[config.mk]
export PLATFORM = sky130hd
export DESIGN_NAME = alignment_column_scorer
export DESIGN_NICKNAME = d
export VERILOG_FILES = /design/src/rtl/core/alcs_pkg.sv /design/src/rtl/core/alignment_column_scorer.sv
export SDC_FILE = /design/constraint.sdc
export NUM_CORES = 2
export LEC_CHECK = 0
export ABC_AREA = 0
export ABC_CLOCK_PERIOD_IN_PS = 21200
export BUFFER_PORTS_ARGS = -buffer_cell sky130_fd_sc_hd__buf_4
export CAP_MARGIN = 25
export CORE_MARGIN = 5
export CORE_UTILIZATION = 55
export DETAILED_ROUTE_END_ITERATION = 12
export GPL_ROUTABILITY_DRIVEN = 0
export PLACE_DENSITY = 0.71
export SYNTH_ARGS = -nofsm -noshare
export SYNTH_HDL_FRONTEND = slang
export SYNTH_SLANG_ARGS = --single-unit
[constraint.sdc]
create_clock -name clk -period 21.2 [get_ports clk]
set_input_delay 3.18 -clock clk [delete_from_list [all_inputs] [get_ports clk]]
set_output_delay 3.18 -clock clk [all_outputs]
set_load 0.02 [all_outputs]
[src/rtl/core/alcs_pkg.sv]
// ----------------------------------------------------------------------------
// alcs_pkg
// Shared widths, register map, reset values and saturation bounds of the alignment column scorer.
// ----------------------------------------------------------------------------
package alcs_pkg;

    // Fixed field widths
    localparam int SYM_W   = 8;
    localparam int SCORE_W = 6;
    localparam int TOTAL_W = 32;
    localparam int ADDR_W  = 4;
    localparam int DATA_W  = 32;

    // Count memory covers every raw symbol code
    localparam int SYM_DEPTH = 1 << SYM_W;

    // Register map, index taken from paddr[3:2]
    localparam logic [1:0] REG_MATCH    = 2'd0;
    localparam logic [1:0] REG_MISMATCH = 2'd1;
    localparam logic [1:0] REG_GAP      = 2'd2;

    // Register reset values
    localparam logic signed [SCORE_W-1:0] MATCH_RST    = 6'sd0;
    localparam logic signed [SCORE_W-1:0] MISMATCH_RST = 6'sd1;
    localparam logic [SYM_W-1:0]          GAP_RST      = 8'd45;

    // Saturation bounds of the running totals
    localparam logic signed [TOTAL_W-1:0] TOTAL_MAX = 32'sh7FFF_FFFF;
    localparam logic signed [TOTAL_W-1:0] TOTAL_MIN = 32'sh8000_0000;

endpackage

[src/rtl/core/alignment_column_scorer.sv]
// ----------------------------------------------------------------------------
// alignment_column_scorer
// Sum-of-pairs and consensus scoring of an alignment fed one symbol per item.
// ----------------------------------------------------------------------------

// Takes one symbol item per clock cycle, sustained, as long as results are
// drained. Each symbol does one read-modify-write of its count in a 256-entry
// count memory; the read is registered at accept time and a same-address write
// from the item ahead is bypassed into it, which is what sets the one item per
// cycle figure. A closing item passes from the input register through the count
// stage, product stage and total stage into the output register. Per
// column seen bits live in flip-flops and clear in the cycle a column closes,
// so there is no clearing pass after reset. Items that do not close a column
// never wait on the output side; a closing item waits only if all three stages
// behind it are full and the output is stalled.
module alignment_column_scorer
    import alcs_pkg::*;
#(
    parameter int MAX_ROWS      = 64,
    parameter int ALPHABET_SIZE = 256
)
(
    input  logic                      clk,
    input  logic                      rst_n,

    // Configuration port
    input  logic                      psel,
    input  logic                      penable,
    input  logic                      pwrite,
    input  logic [ADDR_W-1:0]         paddr,
    input  logic [DATA_W-1:0]         pwdata,
    output logic [DATA_W-1:0]         prdata,
    output logic                      pready,

    // Symbol input channel
    input  logic                      in_valid,
    output logic                      in_stall,
    input  logic [SYM_W-1:0]          symbol,
    input  logic                      end_of_column,
    input  logic                      end_of_alignment,

    // Column result channel
    output logic                      out_valid,
    input  logic                      out_stall,
    output logic [SYM_W-1:0]          consensus_symbol,
    output logic signed [TOTAL_W-1:0] pairs_total,
    output logic signed [TOTAL_W-1:0] consensus_total,
    output logic                      gap_column,
    output logic                      shape_error,
    output logic                      final_res
);

    // Derived widths
    localparam int ROW_W  = $clog2(MAX_ROWS + 1);
    localparam int PAIR_W = $clog2((MAX_ROWS * (MAX_ROWS - 1)) / 2 + 1);
    localparam int PROD_W = PAIR_W + SCORE_W + 1;
    localparam int SUM_W  = TOTAL_W + 2;

    localparam logic [ROW_W-1:0] ROW_LIMIT = ROW_W'(MAX_ROWS);
    localparam logic [SYM_W:0]   ALPHA_LIM = (SYM_W + 1)'(ALPHABET_SIZE);
    localparam logic [SYM_W-1:0] ALPHA_TOP = SYM_W'(ALPHABET_SIZE - 1);

    // ------------------------------------------------------------------
    // Configuration registers
    // ------------------------------------------------------------------
    logic signed [SCORE_W-1:0] match_reg;
    logic signed [SCORE_W-1:0] mismatch_reg;
    logic [SYM_W-1:0]          gap_reg;
    logic                      cfg_wr;

    assign cfg_wr = psel && penable && pwrite && pready;
    assign pready = 1'b1;

    // Write the addressed register
    always_ff @(posedge clk or negedge rst_n)
    begin
        if (!rst_n)
        begin
            match_reg    <= MATCH_RST;
            mismatch_reg <= MISMATCH_RST;
            gap_reg      <= GAP_RST;
        end
        else if (cfg_wr)
        begin
            unique case (paddr[3:2])
                REG_MATCH:    match_reg    <= signed'(pwdata[SCORE_W-1:0]);
                REG_MISMATCH: mismatch_reg <= signed'(pwdata[SCORE_W-1:0]);
                REG_GAP:      gap_reg      <= pwdata[SYM_W-1:0];
                default:      ;
            endcase
        end
    end

    // Read back the addressed register
    always_comb
    begin
        unique case (paddr[3:2])
            REG_MATCH:    prdata = DATA_W'(match_reg);
            REG_MISMATCH: prdata = DATA_W'(mismatch_reg);
            REG_GAP:      prdata = DATA_W'(gap_reg);
            default:      prdata = '0;
        endcase
    end

    // ------------------------------------------------------------------
    // Pipeline handshake
    // ------------------------------------------------------------------
    logic s1_v_reg;
    logic s2_v_reg;
    logic s3_v_reg;
    logic out_valid_reg;

    logic s1_eoc_reg;
    logic s1_eoa_reg;
    logic s1_close;
    logic s1_retire;
    logic s2_ready;
    logic s3_ready;
    logic out_load;
    logic in_acc;

    assign out_load  = !out_valid_reg || !out_stall;
    assign s3_ready  = !s3_v_reg || out_load;
    assign s2_ready  = !s2_v_reg || s3_ready;
    assign s1_close  = s1_eoc_reg || s1_eoa_reg;
    assign s1_retire = s1_v_reg && (!s1_close || s2_ready);
    assign in_stall  = s1_v_reg && !s1_retire;
    assign in_acc    = in_valid && !in_stall;

    // ------------------------------------------------------------------
    // Input register and count memory read
    // ------------------------------------------------------------------
    logic [SYM_W-1:0] s1_sym_reg;
    logic             s1_gap_reg;
    logic [ROW_W-1:0] rd_reg;
    logic [ROW_W-1:0] cnt_mem [SYM_DEPTH];

    logic             in_gap;
    logic [SYM_W-1:0] in_sym;

    // Gap test on the raw symbol, clip others to the alphabet
    assign in_gap = (symbol == gap_reg);
    assign in_sym = (!in_gap && ({1'b0, symbol} >= ALPHA_LIM)) ? ALPHA_TOP : symbol;

    // Column state
    logic [SYM_DEPTH-1:0] seen_reg;
    logic [ROW_W-1:0]     rows_reg;
    logic [ROW_W-1:0]     expected_reg;
    logic [ROW_W-1:0]     best_cnt_reg;
    logic [SYM_W-1:0]     best_sym_reg;
    logic [PAIR_W-1:0]    eq_reg;
    logic [PAIR_W-1:0]    pcnt_reg;
    logic                 err_reg;

    logic             over;
    logic             cnt_wr;
    logic [ROW_W-1:0] c_live;
    logic [ROW_W-1:0] c_inc;

    assign over   = (rows_reg >= ROW_LIMIT);
    assign cnt_wr = s1_retire && !over;
    assign c_live = seen_reg[s1_sym_reg] ? rd_reg : '0;
    assign c_inc  = c_live + ROW_W'(1);

    // Hold the item and fetch its count, bypassing the write of the item ahead
    always_ff @(posedge clk)
    begin
        if (in_acc)
        begin
            s1_sym_reg <= in_sym;
            s1_gap_reg <= in_gap;
            s1_eoc_reg <= end_of_column;
            s1_eoa_reg <= end_of_alignment;
            if (cnt_wr && (s1_sym_reg == in_sym))
            begin
                rd_reg <= c_inc;
            end
            else
            begin
                rd_reg <= cnt_mem[in_sym];
            end
        end
        if (cnt_wr)
        begin
            cnt_mem[s1_sym_reg] <= c_inc;
        end
    end

    // Track the occupancy of the input register
    always_ff @(posedge clk or negedge rst_n)
    begin
        if (!rst_n)
        begin
            s1_v_reg <= 1'b0;
        end
        else if (in_acc)
        begin
            s1_v_reg <= 1'b1;
        end
        else if (s1_retire)
        begin
            s1_v_reg <= 1'b0;
        end
    end

    // ------------------------------------------------------------------
    // Per-item column update
    // ------------------------------------------------------------------
    logic [ROW_W-1:0]  rows_next;
    logic [ROW_W-1:0]  best_cnt_next;
    logic [SYM_W-1:0]  best_sym_next;
    logic [PAIR_W-1:0] eq_next;
    logic [PAIR_W-1:0] pcnt_next;
    logic              err_next;
    logic              gapcol_next;
    logic [ROW_W-1:0]  cmatch_next;

    always_comb
    begin
        rows_next     = rows_reg;
        best_cnt_next = best_cnt_reg;
        best_sym_next = best_sym_reg;
        eq_next       = eq_reg;
        pcnt_next     = pcnt_reg;
        err_next      = err_reg || over;
        if (!over)
        begin
            rows_next = rows_reg + ROW_W'(1);
            eq_next   = eq_reg + PAIR_W'(c_live);
            pcnt_next = pcnt_reg + PAIR_W'(rows_reg);
            if (!s1_gap_reg && (c_inc >= best_cnt_reg))
            begin
                best_cnt_next = c_inc;
                best_sym_next = s1_sym_reg;
            end
        end

        // Shape checks at column close
        if (s1_close)
        begin
            if (rows_next < ROW_W'(2))
            begin
                err_next = 1'b1;
            end
            if ((expected_reg != '0) && (expected_reg != rows_next))
            begin
                err_next = 1'b1;
            end
        end

        // Rows equal to the consensus; symbol zero stands in for an all-gap column
        gapcol_next = (best_cnt_next == '0);
        if (!gapcol_next)
        begin
            cmatch_next = best_cnt_next;
        end
        else if (gap_reg == '0)
        begin
            cmatch_next = rows_next;
        end
        else
        begin
            cmatch_next = '0;
        end
    end

    // Advance column state, clear its counts when the column closes
    always_ff @(posedge clk or negedge rst_n)
    begin
        if (!rst_n)
        begin
            seen_reg     <= '0;
            rows_reg     <= '0;
            expected_reg <= '0;
            best_cnt_reg <= '0;
            best_sym_reg <= '0;
            eq_reg       <= '0;
            pcnt_reg     <= '0;
            err_reg      <= 1'b0;
        end
        else if (s1_retire)
        begin
            if (s1_close)
            begin
                seen_reg     <= '0;
                rows_reg     <= '0;
                best_cnt_reg <= '0;
                best_sym_reg <= '0;
                eq_reg       <= '0;
                pcnt_reg     <= '0;
                if (s1_eoa_reg)
                begin
                    expected_reg <= '0;
                    err_reg      <= 1'b0;
                end
                else
                begin
                    err_reg <= err_next;
                    if (expected_reg == '0)
                    begin
                        expected_reg <= rows_next;
                    end
                end
            end
            else
            begin
                if (!over)
                begin
                    seen_reg[s1_sym_reg] <= 1'b1;
                end
                rows_reg     <= rows_next;
                best_cnt_reg <= best_cnt_next;
                best_sym_reg <= best_sym_next;
                eq_reg       <= eq_next;
                pcnt_reg     <= pcnt_next;
                err_reg      <= err_next;
            end
        end
    end

    // ------------------------------------------------------------------
    // Column stage: counts of the closed column
    // ------------------------------------------------------------------
    logic [ROW_W-1:0]  s2_n_reg;
    logic [ROW_W-1:0]  s2_cm_reg;
    logic [PAIR_W-1:0] s2_eq_reg;
    logic [PAIR_W-1:0] s2_pairs_reg;
    logic [SYM_W-1:0]  s2_sym_reg;
    logic              s2_gapcol_reg;
    logic              s2_err_reg;
    logic              s2_eoa_reg;

    // Hold the closed column's counts
    always_ff @(posedge clk)
    begin
        if (s1_retire && s1_close)
        begin
            s2_n_reg      <= rows_next;
            s2_cm_reg     <= cmatch_next;
            s2_eq_reg     <= eq_next;
            s2_pairs_reg  <= pcnt_next;
            s2_sym_reg    <= gapcol_next ? '0 : best_sym_next;
            s2_gapcol_reg <= gapcol_next;
            s2_err_reg    <= err_next;
            s2_eoa_reg    <= s1_eoa_reg;
        end
    end

    always_ff @(posedge clk or negedge rst_n)
    begin
        if (!rst_n)
        begin
            s2_v_reg <= 1'b0;
        end
        else if (s2_ready)
        begin
            s2_v_reg <= s1_retire && s1_close;
        end
    end

    // ------------------------------------------------------------------
    // Product stage: scale the pair counts by the scores
    // ------------------------------------------------------------------
    logic signed [PROD_W-1:0] match_x;
    logic signed [PROD_W-1:0] mismatch_x;
    logic signed [PROD_W-1:0] pe_x;
    logic signed [PROD_W-1:0] pn_x;
    logic signed [PROD_W-1:0] ce_x;
    logic signed [PROD_W-1:0] cn_x;

    assign match_x    = PROD_W'(match_reg);
    assign mismatch_x = PROD_W'(mismatch_reg);
    assign pe_x = signed'(PROD_W'(s2_eq_reg));
    assign pn_x = signed'(PROD_W'(s2_pairs_reg - s2_eq_reg));
    assign ce_x = signed'(PROD_W'(s2_cm_reg));
    assign cn_x = signed'(PROD_W'(s2_n_reg - s2_cm_reg));

    logic signed [PROD_W-1:0] s3_pe_reg;
    logic signed [PROD_W-1:0] s3_pn_reg;
    logic signed [PROD_W-1:0] s3_ce_reg;
    logic signed [PROD_W-1:0] s3_cn_reg;
    logic [SYM_W-1:0]         s3_sym_reg;
    logic                     s3_gapcol_reg;
    logic                     s3_err_reg;
    logic                     s3_eoa_reg;

    // Register the four score products
    always_ff @(posedge clk)
    begin
        if (s2_v_reg && s3_ready)
        begin
            s3_pe_reg     <= PROD_W'(pe_x * match_x);
            s3_pn_reg     <= PROD_W'(pn_x * mismatch_x);
            s3_ce_reg     <= PROD_W'(ce_x * match_x);
            s3_cn_reg     <= PROD_W'(cn_x * mismatch_x);
            s3_sym_reg    <= s2_sym_reg;
            s3_gapcol_reg <= s2_gapcol_reg;
            s3_err_reg    <= s2_err_reg;
            s3_eoa_reg    <= s2_eoa_reg;
        end
    end

    always_ff @(posedge clk or negedge rst_n)
    begin
        if (!rst_n)
        begin
            s3_v_reg <= 1'b0;
        end
        else if (s3_ready)
        begin
            s3_v_reg <= s2_v_reg;
        end
    end

    // ------------------------------------------------------------------
    // Total stage: accumulate with saturation into the output register
    // ------------------------------------------------------------------
    function automatic logic signed [TOTAL_W-1:0] clamp_total(
        input logic signed [SUM_W-1:0] v
    );
        logic signed [TOTAL_W-1:0] r;
        if (v > SUM_W'(TOTAL_MAX))
        begin
            r = TOTAL_MAX;
        end
        else if (v < SUM_W'(TOTAL_MIN))
        begin
            r = TOTAL_MIN;
        end
        else
        begin
            r = v[TOTAL_W-1:0];
        end
        return r;
    endfunction

    logic signed [TOTAL_W-1:0] pair_sum_reg;
    logic signed [TOTAL_W-1:0] cons_sum_reg;
    logic signed [TOTAL_W-1:0] pair_sum_next;
    logic signed [TOTAL_W-1:0] cons_sum_next;

    assign pair_sum_next = clamp_total(SUM_W'(pair_sum_reg) + SUM_W'(s3_pe_reg)
                                       + SUM_W'(s3_pn_reg));
    assign cons_sum_next = clamp_total(SUM_W'(cons_sum_reg) + SUM_W'(s3_ce_reg)
                                       + SUM_W'(s3_cn_reg));

    logic transfer;
    assign transfer = s3_v_reg && out_load;

    // Update the running totals, drop them after the last column
    always_ff @(posedge clk or negedge rst_n)
    begin
        if (!rst_n)
        begin
            pair_sum_reg <= '0;
            cons_sum_reg <= '0;
        end
        else if (transfer)
        begin
            pair_sum_reg <= s3_eoa_reg ? '0 : pair_sum_next;
            cons_sum_reg <= s3_eoa_reg ? '0 : cons_sum_next;
        end
    end

    // Load the result item
    always_ff @(posedge clk)
    begin
        if (transfer)
        begin
            consensus_symbol <= s3_sym_reg;
            pairs_total      <= pair_sum_next;
            consensus_total  <= cons_sum_next;
            gap_column       <= s3_gapcol_reg;
            shape_error      <= s3_err_reg;
            final_res        <= s3_eoa_reg;
        end
    end

    always_ff @(posedge clk or negedge rst_n)
    begin
        if (!rst_n)
        begin
            out_valid_reg <= 1'b0;
        end
        else if (out_load)
        begin
            out_valid_reg <= s3_v_reg;
        end
    end

    assign out_valid = out_valid_reg;

    // ------------------------------------------------------------------
    // Assertions
    // ------------------------------------------------------------------
`ifndef NO_ASSERTIONS
    a_close_clears_rows: assert property (@(posedge clk) disable iff (!rst_n)
        (s1_retire && s1_close) |=> (rows_reg == '0) && (seen_reg == '0))
        else $error("column state not cleared after close");

    a_best_within_rows: assert property (@(posedge clk) disable iff (!rst_n)
        (best_cnt_reg <= rows_reg) && (eq_reg <= pcnt_reg))
        else $error("column counts inconsistent");

    a_last_column_resets_totals: assert property (@(posedge clk) disable iff (!rst_n)
        (transfer && s3_eoa_reg) |=> (pair_sum_reg == '0) && (cons_sum_reg == '0))
        else $error("totals not cleared after last column");

    a_stall_only_on_close: assert property (@(posedge clk) disable iff (!rst_n)
        in_stall |-> (s1_close && s2_v_reg && s3_v_reg && out_valid_reg))
        else $error("input stalled without a full result path");
`endif

endmodule

==> impl_metrics.py <==
metrics = {
    "power": {
        "p_leak_uw": 0.0427,
        "p_per_area_nw_per_um2": 130,
        "power_uw": 15500,
        "worst_ir_drop_vdd_mv": 0.116,
    },
    "run": {
        "drv_cap": 0,
    },
    "place": {
        "port_buffers": 135,
        "post_dp_cell_area_um2": 111000,
        "dp_hpwl_um": 157000,
    },
    "synthesis": {
        "synth_cell_types": 82,
        "synth_edf_count": 2007,
        "synthFlopType": "edfxtp_1",
        "avgSynthCellArea_um2": 16.7,
        "syn_area_um2": 107000,
        "ys.warnings.count": 0,
        "syn_nets": 6939,
        "async_flop_share": 0.165,
        "netlist_instances": 6436,
        "yosysSeqAreaShare": 0.654,
        "synth.ff_latch_count": 2403,
    },
    "timing": {
        "period_needed_ns": 8.68,
        "finalMaxSlewViolations": 115,
        "setup-violations-final": 0,
        "hold_violations": 0,
        "fin_worst_skew_ns": 0.0564,
        "final.period_utilization": 0.409,
        "worst_slew_pin_slew_ns": 1.81,
        "fmax_ghz": 0.115,
        "setup_tns_ns": 0,
        "rsz0062_at_grt": "false",
        "maxSlewHeadroom": -0.210,
    },
    "floorplan": {
        "die_w_um": 452,
        "io_pins": 163,
        "die_y_um": 452,
        "start_util": 0.551,
        "die_area_um2": 204000,
        "rows": 162,
        "core_area_um2": 195000,
    },
    "clock_network": {
        "clock_sinks": 2403,
        "cts_max_level": 4,
        "insertion_delay_ns": 0.90,
        "cts.repair.resized": 0,
        "numCtsBuffers": 232,
        "clk_path_buf_depth": 3,
        "clock-root-buffer": "clkbuf_16",
        "post_cts_buffers": 0,
        "holdBufCountCts": 0,
        "cts_tree": "built",
        "path_clk_slew_ns": 0.06,
    },
    "final_layout": {
        "drive_gt1_frac": 0.195,
        "stdcell_area_um2": 119000,
        "fin_nets": 7080,
        "area_growth_pct": 11.1,
        "multi_input_area_um2": 34800,
        "largest_reg_flops": 1792,
        "finish.utilization": 0.613,
        "fill_cells": 13800,
        "seq_area_um2": 70200,
    },
    "worst_setup_path": {
        "r2r_slack_ns": 12.52,
        "cp_slowest_stage_delay_ns": 0.78,
        "critPathLaunchType": "flop",
        "crit_required_ns": 21.83,
        "r2r_cells": 20,
        "cp_slowest_cell": "buf_4",
        "r2r_start": "s1_sym_reg[1]",
        "crit_fanout": 57,
        "crit_family": "compound AO/OA/AOI/OAI gates",
        "reg2reg_to": "s2_sym_reg[0]",
        "criticalPathCategory": "reg2reg",
        "crit_chain": "buf_4 -> buf_4 -> mux4_2 -> mux2_2 -> a221oi_1 -> a32o_1 -> o211ai_2 -> nand3_4 -> inv_2 -> ha_4 -> ha_1 -> a21o_1 -> a21o_1 -> a21o_1 -> a21o_1 -> a211oi_1 -> or2_2 -> o31a_2 -> inv_2 -> a21oi_1",
        "path_buf_inv": 4,
        "cp.arrival_ns": 9.31,
        "critical_path.most_common_cell": "a21o_1",
        "endpoint_kind": "flop",
    },
    "min_path": {
        "hp-class": "reg2reg",
        "holdPathEnd": "s3_sym_reg[6]",
        "worstHoldPathCells": 0,
        "hold_start": "s2_sym_reg[6]",
    },
    "global_route": {
        "gr-total-overflow": 0,
        "grt_pass1_wl_um": 382000,
        "first_global_vias": 59000,
        "grt_use_total": 0.249,
        "antenna_found_initial": 9,
        "grt_start_max_net_pins": 259,
    },
    "detailed_routing": {
        "routed_via_density": 6.25,
        "route.detailed.drc": 0,
        "first_pass_iters": 9,
        "wire_per_inst_um": 27.1,
        "drt-total-wl_um": 253000,
        "vias": 58300,
        "antenna_left": 0,
        "drtIter0Drc": 6550,
    },
    "status": {
        "violations": "max-slew violations",
        "status": "finished with violations",
    },
}
cell type report:
type                       count  area share
clock inverter               141      0.0142
multi-input combinational   3443       0.292
tap                         2542      0.0267
antenna                        1   0.0000210
clock buffer                 299      0.0520
sequential                  2403       0.589
inverter                     258     0.00820
timing repair buffer         239      0.0184
through the flow:
step	hold WS, ns	instances	setup WS [ns]
floorplan	0.400	6436	4.32
global placement	0.403	8861	12.36
detailed placement	0.405	8870	12.36
CTS	0.420	9310	12.68
global route	0.422	9326	12.20
finish	0.419	9326	12.52
Yosys cell counts (all sizes together) (127+ instances only):
master,count,area [µm²]
inv,258,968
and2,136,851
clkbuf,205,769
dfrtp,391,9780
buf,127,713
nor2,850,3190
mux4,648,14600
o21ai,164,825
ha,238,2980
nand2,258,968
fa,212,4240
edfxtp,2007,60300
where the power goes:
| part | internal [µW] | leakage (µW) | switching [µW] |
|---|---|---|---|
| clock | 2390 | 0.00378 | 1840 |
| combinational | 2110 | 0.0152 | 3260 |
| sequential | 5720 | 0.0237 | 148 |
per-layer routing:
| metal | up-vias | wire, µm | track usage |
|---|---|---|---|
| li1 | 24800 | - | - |
| met1 | 30500 | 99700 | 0.352 |
| met5 | - | 16 | 0 |
| met3 | 436 | 21700 | 0.0480 |
| met2 | 2546 | 123000 | 0.404 |
| met4 | 2 | 7770 | 0.0710 |
how the worst max path moves through the flow:
| stage | from | to | slack [ns] | cells past startpoint |
|---|---|---|---|---|
| final | s1_sym_reg[1] | s2_sym_reg[0] | 12.52 | 20 |
| after global routing | s1_sym_reg[1] | s2_sym_reg[1] | 12.20 | 20 |
| after CTS | s1_sym_reg[1] | s2_sym_reg[0] | 12.68 | 20 |
| after detailed placement | symbol[1] | rd_reg[3] | 12.36 | 9 |
| after global placement | symbol[1] | rd_reg[6] | 12.36 | 9 |
| after floorplan | s1_sym_reg[0] | best_cnt_reg[2] | 4.32 | 21 |
layout by cell type, fill, tap and decap left out, types with 103 or more instances in the layout:
cell / Yosys / routed
fa_1: 212 / 212
dfrtp_1: 391 / 391
buf_4: 48 / 211
nor2_1: 850 / 845
ha_1: 238 / 237
and2_1: 136 / 135
nand2_1: 258 / 249
clkbuf_16: 0 / 235
mux4_2: 648 / 648
o21ai_0: 153 / 153
edfxtp_1: 2007 / 2007
xnor2_1: 104 / 103
inv_1: 255 / 254
a21oi_1: 122 / 121
kinds of logic (layout without fill, tap and decap cells):
family / after synthesis / in the layout / share of synthesized area
AOI/OAI and AO/OA: 650 / 650 / 0.0407
xor gates and xnor gates: 160 / 160 / 0.0131
other: 1 / 2 / 0.0000350
DFF: 2403 / 2403 / 0.654
and+or+nand+nor: 1469 / 1469 / 0.0594
buffers and inverters: 590 / 937 / 0.0228
muxes: 713 / 713 / 0.143
adders and majority gates: 450 / 450 / 0.0673
Note: power is estimated with default switching activity, not from simulation.
